==> src/hdl/sorted_set_table_top_assert.svh <==
// Assertion macros of the sorted set table top level.
`ifndef SORTED_SET_TABLE_TOP_ASSERT_SVH
`define SORTED_SET_TABLE_TOP_ASSERT_SVH

// Same-cycle implication, checked on every rising edge outside reset.
`define SST_ASSERT_NOW(label, ante, cons) \
  label: assert property (@(posedge clk_i) disable iff (!rst_ni) (ante) |-> (cons)) \
    else $error("sorted set table check failed");

// Next-cycle implication, checked on every rising edge outside reset.
`define SST_ASSERT_NEXT(label, ante, cons) \
  label: assert property (@(posedge clk_i) disable iff (!rst_ni) (ante) |=> (cons)) \
    else $error("sorted set table check failed");

`endif

==> src/hdl/sst_pkg.sv <==
// Shared constants, codes and types of the sorted set table.
`timescale 1ns / 1ps

package sst_pkg;

  // Storage geometry.
  localparam int DEPTH  = 128;
  localparam int KEY_W  = 16;
  localparam int IDX_W  = $clog2(DEPTH);
  localparam int RANK_W = 7;
  localparam int CNT_W  = 8;
  localparam int CAP_W  = 8;

  // Request codes.
  localparam logic [1:0] REQ_INSERT = 2'd0;
  localparam logic [1:0] REQ_LOOKUP = 2'd1;
  localparam logic [1:0] REQ_RANK   = 2'd2;

  // Result status codes.
  localparam logic [1:0] ST_DONE  = 2'd0;
  localparam logic [1:0] ST_FULL  = 2'd1;
  localparam logic [1:0] ST_RANGE = 2'd2;

  // Request operands broadcast to every cell.
  typedef struct packed {
    logic [KEY_W-1:0]  key;
    logic [RANK_W-1:0] rank;
  } sst_bcast_t;

  // Per-cell compare results returned to the top level.
  typedef struct packed {
    logic             eq;
    logic             rank_hit;
    logic [KEY_W-1:0] rd_key;
  } sst_flags_t;

endpackage

==> src/hdl/sst_cell.sv <==
// One storage cell of the sorted key chain, with its compare and shift logic.
`timescale 1ns / 1ps

module sst_cell (
  input  logic                      clk_i,
  input  logic                      rst_ni,
  input  sst_pkg::sst_bcast_t       bcast_i,
  input  logic                      ins_i,
  input  logic [sst_pkg::IDX_W-1:0] idx_i,
  input  logic [sst_pkg::KEY_W-1:0] prev_key_i,
  input  logic                      prev_lt_i,
  input  logic                      prev_valid_i,
  output logic [sst_pkg::KEY_W-1:0] key_o,
  output logic                      lt_o,
  output logic                      valid_o,
  output sst_pkg::sst_flags_t       flags_o
);

  logic [sst_pkg::KEY_W-1:0] key_q, key_d;
  logic                      valid_q, valid_d;
  logic                      lt, eq, rank_hit;

  // Compare the held key against the broadcast request.
  assign lt       = valid_q && (key_q < bcast_i.key);
  assign eq       = valid_q && (key_q == bcast_i.key);
  assign rank_hit = valid_q &&
                    (sst_pkg::CNT_W'(idx_i) == sst_pkg::CNT_W'(bcast_i.rank));

  assign flags_o.eq       = eq;
  assign flags_o.rank_hit = rank_hit;
  assign flags_o.rd_key   = rank_hit ? key_q : '0;

  assign key_o   = key_q;
  assign lt_o    = lt;
  assign valid_o = valid_q;

  // On an insert, cells at or above the insert point take the new key or
  // their left neighbor's key; smaller keys stay in place.
  always_comb begin
    key_d   = key_q;
    valid_d = valid_q;
    if (ins_i && !lt) begin
      key_d   = prev_lt_i ? bcast_i.key : prev_key_i;
      valid_d = prev_valid_i;
    end
  end

  always_ff @(posedge clk_i or negedge rst_ni) begin
    if (!rst_ni) begin
      valid_q <= 1'b0;
    end else begin
      valid_q <= valid_d;
    end
  end

  always_ff @(posedge clk_i) begin
    key_q <= key_d;
  end

endmodule

==> config.mk <==
export PLATFORM = sky130hd
export DESIGN_NAME = sst_cell
export DESIGN_NICKNAME = d
export VERILOG_FILES = /design/src/hdl/sorted_set_table_top_assert.svh /design/src/hdl/sst_pkg.sv /design/src/hdl/sst_cell.sv
export SDC_FILE = /design/constraint.sdc
export NUM_CORES = 1
export LEC_CHECK = 0
export BUFFER_PORTS_ARGS = -buffer_cell sky130_fd_sc_hd__buf_2
export CAP_MARGIN = 20
export CORE_MARGIN = 2
export CORE_UTILIZATION = 45
export CTS_CLUSTER_SIZE = 24
export DETAILED_ROUTE_END_ITERATION = 16
export PLACE_DENSITY = 0.85
export SLEW_MARGIN = 20
export SYNTH_ARGS = -nofsm -noshare
export SYNTH_HDL_FRONTEND = slang
export SYNTH_SLANG_ARGS = --single-unit
==> constraint.sdc <==
create_clock -name clk_i -period 7.4 [get_ports clk_i]
set_clock_uncertainty 0.2 [all_clocks]
set_input_delay 0 -clock clk_i [delete_from_list [all_inputs] [get_ports clk_i]]
set_output_delay 0 -clock clk_i [all_outputs]
set_load 0.02 [all_outputs]
Word level (Yosys, flattened, before mapping)
Index checks and enable logic that the tools add are counted.

storage, ports and cells
  input bits = 51
  output and inout port bits = 36
  word-level logic and storage cells = 12
  register bits after elaboration = 17

cells by class
  muxes and demuxes = 2
  reduce and logical (&&, ||, !) cells = 5
  equality and inequality tests = 2
  $lt $le $gt $ge = 1

operators with widths
  kind               number
  $mux 16            2
  $eq 16x16->1       1
  $lt 16x16->1       1
  $eq 7x7->1         1
  $logic_and 1x1->1  4
  $logic_not 1->1    1

Depth between registers and ports, before layout
Gate-level depths: netlist (run 1).

  depth after elaboration = 4
  mapped depth = 6
  mapped depth without buffers = 6

Least setup slack after synthesis (run 1)
No wires, ideal clock.

  path kind = register -> register
  start = register key_q (netlist bit key_o[15])
  end = register key_q (netlist bit key_o[0]), enable pin
  cell stages (with the launch flop) = 6
  setup time = 0.399 ns
  arrival = 2.649 ns
  path buffers = 0
  data required time = 6.801 ns
  slack = 4.152 ns
  clock period less this slack = 3.248 ns
  path through = edfxtp_1 ha_1 nand4_1 or4_1 a21o_1 a31oi_1

between the ends
  longest elaborated chain between the ends = 4

RTL lines
  element                   line            source
  start: declaration        sst_cell.sv:19  logic [sst_pkg::KEY_W-1:0] key_q, key_d;
  start signal: assignment  sst_cell.sv:57  key_q <= key_d;
  $lt 16x16->1              sst_cell.sv:24  assign lt = valid_q && (key_q < bcast_i.key);
  $logic_and 1x1->1         sst_cell.sv:24
  $logic_not 1->1           sst_cell.sv:42  if (ins_i && !lt) begin
  $logic_and 1x1->1         sst_cell.sv:42

No other way between the ends.
A chain may end at the register's enable or synchronous reset.

Worst setup path in the final report (run 1)
  start = register key_q (netlist bit key_o[15])
  end = register key_q (netlist bit key_o[14]), enable pin

Same word-level chain as after synthesis.

==> results of run 1 <==
[Yosys cell counts]
| cell | count |
|---|---|
| a21o_1 | 1 |
| a21oi_1 | 6 |
| a2bb2oi_1 | 1 |
| a31o_1 | 1 |
| a31oi_1 | 1 |
| and2_1 | 15 |
| and3_2 | 1 |
| buf_2 | 1 |
| buf_4 | 2 |
| clkbuf_1 | 2 |
| dfrtp_1 | 1 |
| edfxtp_1 | 16 |
| ha_1 | 16 |
| inv_1 | 17 |
| mux2_2 | 17 |
| nand2_1 | 6 |
| nand3_1 | 1 |
| nand4_1 | 4 |
| nor2_1 | 2 |
| nor2b_1 | 1 |
| nor3_1 | 2 |
| nor3b_1 | 1 |
| o21a_1 | 1 |
| o21ai_0 | 2 |
| o21bai_1 | 1 |
| or4_1 | 1 |
| xnor2_1 | 7 |
[kinds of logic after synthesis]
group,after synthesis,share of synthesized area
simple gates,34,0.145
buf+inv,22,0.0687
mux,17,0.144
flops,17,0.380
fa+ha+maj,16,0.151
compound gates,14,0.0650
xor+xnor,7,0.0461
[stage by stage]
stage | instance area, sq um | power [uW] | setup slack [ns] | cells | util
after global placement | 1780 | 215 | 4.40 | 239 | 0.639
final | 2160 | 285 | 4.35 | 279 | 0.778
after detailed placement | 1780 | 218 | 4.33 | 239 | 0.639
after floorplan | 1330 | 182 | 4.15 | 127 | -
after global routing | 2160 | 304 | 4.19 | 279 | 0.778
after CTS | 2160 | 284 | 4.32 | 279 | 0.778
[worst reg2reg max path: stages (launching register included)]
cell	delay (ns)
edfxtp_1	0.42
ha_1	0.33
nand4_1	0.14
or4_1	0.58
a21o_1	0.21
a31oi_2	0.79
[metal layers]
metal / share of wire / GRT usage
met2: 0.51 / 0.406
met3: 0.086 / 0.0330
met4: 0.0063 / 0.0598
met5: 0 / 0
met1: 0.40 / 0.244
[where the power goes]
group	switching (uW)	internal (uW)
clock	29.5	20.1
sequential	7.32	119
combinational	52.6	56.8
total	89.4	196
[timing repair]
item / 4_1_cts / 5_1_grt
hold endpoints to repair: 18 / 0
setup buffers: 0 / 0
hold buffers: 36 / 0
[flip-flops by register name, indices dropped and copies added (netlist names)]
name / cells
key_o: 16
valid_o: 1
[cells in the final DEF, fill, tap and decap left out, drive strengths merged]
cell | netlist | routed
buf | 3 | 86
dlygate4sd3 | 0 | 36
inv | 17 | 17
mux2 | 17 | 17
ha | 16 | 16
edfxtp | 16 | 16
and2 | 15 | 15
xnor2 | 7 | 7
nand2 | 6 | 6
a21oi | 6 | 6
nand4 | 4 | 4
clkbuf | 2 | 3
nor2 | 2 | 2
nor3 | 2 | 2
o21ai | 2 | 2
o21a | 1 | 1
a2bb2oi | 1 | 1
nor2b | 1 | 1
o21bai | 1 | 1
or4 | 1 | 1
a21o | 1 | 1
nor3b | 1 | 1
and3 | 1 | 1
nand3 | 1 | 1
a31oi | 1 | 1
a31o | 1 | 1
clkinv | 0 | 1
dfrtp | 1 | 1
[final cells by class]
class	instances	area, sq um	share of cell area
Clock inverter	1	5.00	0.00231
Tap cell	31	38.8	0.0179
Inverter	17	63.8	0.0295
Multi-Input combinational cell	88	738	0.341
Timing Repair Buffer	122	791	0.365
Sequential cell	17	505	0.234
Clock buffer	3	22.5	0.0104
[path summary, 6_finish.rpt]
kind                                       end  slack (ns)  cells after the start
setup / recovery           key_o[14]$_DFFE_PP_        4.35                      5
hold / removal              key_o[1]$_DFFE_PP_        0.05                      3
setup reg to reg           key_o[14]$_DFFE_PP_        4.35                      5
hold reg to reg            valid_o$_DFFE_PN0P_        0.65                      3
max in group asynchronous  valid_o$_DFFE_PN0P_        6.54                      3
min in group asynchronous  valid_o$_DFFE_PN0P_        0.35                      3
==> out/qor.txt, run 1 <==
Final setup vio count: 0
# rows: 19
Seq/Total Area, Yosys: 0.380
Worst path bufs/invs: 0
Unrepaired setup endpoints after global routing: false
TritonRoute pass-1 iters: 2
Clk buf depth: 2
YS warnings: 0
Worst-path cell chain: ha_1 > nand4_1 > or4_1 > a21o_1 > a31oi_2
Fin Hold WS: 0.0466 ns
Avg Synthesized Cell Area: 10.5 sq um
Layout area overhead: 62.9%
Worst setup EP type: flop
Slew HR: 0.359
WL per Instance: 13.0 microns
Post_cts resized: 0
Fin crit period: 3.05 ns
Gate Count Post-Synth: 127
Final hold violations: 0
Reg clk slew, reported paths: 0.10 ns
Clock Latency Late Sink: 0.29 ns
Sink Count: 17
Routed Antenna Nets: 0
Synthesized Nets: 194
Detailed Route Iter0 Violations: 65
Max cap viols: 0
CORE AREA: 2780 sq um
Crit path max fanout: 16
Top delay family on crit path: compound AO/OA/AOI/OAI gates
FMAX: 328 MHz
Total GRT Usage: 0.213
LEAKAGE: 0.00109 uW
CTS tree: done
Post-route setup TNS: 0 ns
Critical path type: flop to flop
CTS Root Cell: clkbuf_4
DRC viols: 0
First-pass GRT wire length: 5620 microns
Die height: 58.3 microns
Peak supply drop: 0.119 mV
H-tree Lvls: 1
GRT overflow: 0
Hpwl dp: 2520 microns
PD cells: 132 nW/um^2
Synth top area cells: edfxtp_1, ha_1, mux2_2
CP required: 7.12 ns
Critical Path Source: key_o[15]$_DFFE_PP_
CTS Buf Count: 3
Slowest cell delay on critical path: 0.79 ns
DR vias: 1,380
Die X: 58.3 microns
# diodes: 0
Largest net degree at the start of global routing: 17
Crit share post-route: 0.412
Beginning of the worst hold path: ins_i
Arrival @ worst endpoint: 2.77 ns
Initial antenna violation count: 0
Top cell type's share of synthesized area: 0.362
# IOs: 87
Starting Density: 0.478
Via density per instance: 4.95
Max-slew violations: 0
Outcome: finished, final reports clean
Layout Nets: 316
Worst Setup Start Kind: flop
Slew @ Worst Pin: 0.958 ns
FF+latch count, synth: 17
Via count of the first global-routing pass: 1,334
Largest area contributor in the synthesized netlist: edfxtp_1
Die area: 3400 sq um
Final Wtd Congestion: 0.768
Hold WC Path Type: primary input to flop
Synthesized cell area: 1330 sq um
Final WL: 3640 microns
Share of cells above drive strength 1: 0.440
Worst r2r src: key_o[15]$_DFFE_PP_
FILL cells: 197
Unique masters post-synth: 27
Number of I/O port buffers: 86
Slowest cell on crit path: a31oi_2
Note: power is estimated with default switching activity, not from simulation.
==> inputs of run 2 (changes only) <==
--- a/config.mk
+++ b/config.mk
@@ -5,13 +5,14 @@
 export SDC_FILE = /design/constraint.sdc
 export NUM_CORES = 1
 export LEC_CHECK = 0
+export ABC_AREA = 1
 export BUFFER_PORTS_ARGS = -buffer_cell sky130_fd_sc_hd__buf_2
 export CAP_MARGIN = 20
 export CORE_MARGIN = 2
-export CORE_UTILIZATION = 45
+export CORE_UTILIZATION = 43
 export CTS_CLUSTER_SIZE = 24
 export DETAILED_ROUTE_END_ITERATION = 16
-export PLACE_DENSITY = 0.85
+export PLACE_DENSITY = 0.8
 export SLEW_MARGIN = 20
 export SYNTH_ARGS = -nofsm -noshare
 export SYNTH_HDL_FRONTEND = slang
==> constraint.sdc (replaced) <==
create_clock -name clk_i -period 2.9 [get_ports clk_i]
set_clock_uncertainty 0.2 [all_clocks]
set_input_delay 0 -clock clk_i [delete_from_list [all_inputs] [get_ports clk_i]]
set_output_delay 0 -clock clk_i [all_outputs]
set_load 0.02 [all_outputs]
==> out/qor.txt, run 2 <==
Outcome: finished, final reports clean
Unique masters post-synth: 24
Post-synth EDFFs: 16
Hold_buf cts: 36
# rows: 20
First-pass GRT wire length: 6330 microns
Net Sw Frac: 0.344
Max-slew violations: 0
Routed Antenna Nets: 0
Asr flop ratio synth: 0.0588
Worst setup EP type: flop
Via density per instance: 4.46
Post_cts resized: 0
Most common cell in the netlist: inv_1
Layout Nets: 376
Hold WC Path Type: primary input to flop
Post-route setup TNS: 0 ns
Synth top cells by count: inv_1, nand2_1, nor2_1
Final cell count without fillers: 352
Worst Setup Start Kind: flop
DR vias: 1,571
FF+latch count, synth: 17
Psw: 256 uW
Largest net degree at the start of global routing: 32
CP required: 2.63 ns
Synth top area cells: edfxtp_1, ha_1, inv_1
Clk buf depth: 2
Total GRT Usage: 0.232
Unrepaired setup endpoints after global routing: false
WL per Instance: 11.7 microns
Most frequent cells in the layout: buf_2, inv_1, dlygate4sd3_1
Final WL: 4130 microns
PD cells: 329 nW/um^2
Number of I/O port buffers: 86
Beginning of the worst hold path: bcast_i[18]
Slowest cell on crit path: inv_1
FILL cells: 263
DRC viols: 0
Slew HR: 0.590
Worst r2r src: key_o[14]$_DFFE_PP_
YS warnings: 0
Hpwl dp: 2850 microns
Via count of the first global-routing pass: 1,500
Die height: 61.7 microns
CTS Buf Count: 3
Top delay family on crit path: simple AND/OR/NAND/NOR gates
CP dominant cell by count: nand2_1
Avg Synthesized Cell Area: 7.61 sq um
CORE AREA: 3100 sq um
Critical Path Source: key_o[14]$_DFFE_PP_
Sequential share of power: 0.434
Placed cells: 312
Initial antenna violation count: 0
Slew @ Worst Pin: 0.615 ns
GRT overflow: 0
Crit path max fanout: 16
Top cell type's share of synthesized area: 0.336
Final Wtd Congestion: 0.753
Clock Latency Late Sink: 0.29 ns
Reg clk slew, reported paths: 0.11 ns
Die X: 61.7 microns
Postcts setup bufs: 0
Worst-path cell chain: ha_1 > nand2_1 > nor2_1 > nand2_1 > inv_1 > nand2_1 > nand2_1 > nand2_1 > inv_1
Gate Count Post-Synth: 188
Clk pwr share: 0.172
Crit share post-route: 0.818
Starting Density: 0.461
Final hold violations: 0
Slowest cell delay on critical path: 0.46 ns
Largest area contributor in the synthesized netlist: edfxtp_1
H-tree Lvls: 1
CTS Root Cell: clkbuf_4
Synthesized Nets: 255
Max cap viols: 0
Critical path type: flop to flop
Detailed Route Iter0 Violations: 43
# IOs: 87
Power Internal: 489 uW
Fin crit period: 2.37 ns
Sink Count: 17
Die area: 3800 sq um
Commonest non-fill, non-tap cell in the layout: buf_2
Final setup vio count: 0
Peak supply drop: 0.282 mV
Layout area overhead: 58.4%
Max reg flops: 16
Synthesized cell area: 1430 sq um
Share of cells above drive strength 1: 0.334
LEAKAGE: 0.00129 uW
Arrival @ worst endpoint: 2.10 ns
# diodes: 0
Worst path bufs/invs: 2
CTS tree: done
Ys flop type: edfxtp_1
TritonRoute pass-1 iters: 6
Seq/Total Area, Yosys: 0.353
Logic pwr share: 0.394
FMAX: 421 MHz
run 2: power groups by stage:
stage	Sequential [uW]	Combinational [uW]	Clock (uW)
after floorplan	356	124	0
after global placement	326	235	0
after detailed placement	328	244	0
after CTS	323	290	129
after global routing	326	328	143
final	323	294	128
run 2: through the flow:
stage / hold WS, ns / setup WS (ns) / cell area [sq um] / utilization / power (uW)
floorplan: -0.496 / 0.692 / 1430 / - / 479
global placement: -0.417 / 0.621 / 1880 / 0.605 / 561
detailed placement: -0.416 / 0.536 / 1880 / 0.605 / 572
CTS: 0.260 / 0.523 / 2270 / 0.730 / 742
global route: 0.310 / 0.310 / 2270 / 0.730 / 797
finish: 0.279 / 0.527 / 2270 / 0.730 / 745
run 2: area by class of cell:
cell class	count	area [sq um]	share of cell area
Sequential cell	17	505	0.223
Clock inverter	1	5.00	0.00221
Timing Repair Buffer	122	791	0.349
Inverter	46	173	0.0762
Clock buffer	3	22.5	0.00994
Multi-Input combinational cell	119	714	0.315
Tap cell	44	55.1	0.0243
run 2: worst reg2reg max path, cell delays in order (launching register included):
cell	delay (ns)
edfxtp_1	0.44
ha_1	0.32
nand2_1	0.05
nor2_1	0.15
nand2_1	0.09
inv_1	0.06
nand2_1	0.05
nand2_1	0.09
nand2_1	0.09
inv_1	0.46
run 2: final timing paths:
check / slack (ns) / depth (start not counted) / endpoint
max in group asynchronous: 2.06 / 3 / valid_o$_DFFE_PN0P_
worst max register to register: 0.53 / 9 / key_o[3]$_DFFE_PP_
min in group asynchronous: 0.33 / 3 / valid_o$_DFFE_PN0P_
worst min register to register: 0.36 / 2 / valid_o$_DFFE_PN0P_
worst min-delay path: 0.28 / 10 / valid_o$_DFFE_PN0P_
worst max-delay path: 0.53 / 9 / key_o[3]$_DFFE_PP_
run 2: routing by layer:
| metal | up-vias | global-route usage | routed length [microns] |
|---|---|---|---|
| li1 | 825 | - | - |
| met1 | 682 | 0.241 | 1550 |
| met2 | 60 | 0.457 | 2260 |
| met3 | 4 | 0.0210 | 267 |
| met4 | 0 | 0.109 | 51 |
| met5 | - | 0 | 0 |
run 2: kinds of logic (layout without fill, tap and decap cells):
| kind of cell | count (synthesis) | in the layout | share of synthesized area |
|---|---|---|---|
| XOR/XNOR | 3 | 3 | 0.0184 |
| buffers and inverters | 52 | 172 | 0.147 |
| adder cells (fa/ha/maj) | 16 | 16 | 0.140 |
| multiplexers | 1 | 1 | 0.00787 |
| AND/OR/NAND/NOR | 77 | 77 | 0.248 |
| flip-flops | 17 | 17 | 0.353 |
| AO/OA/AOI/OAI | 22 | 22 | 0.0849 |
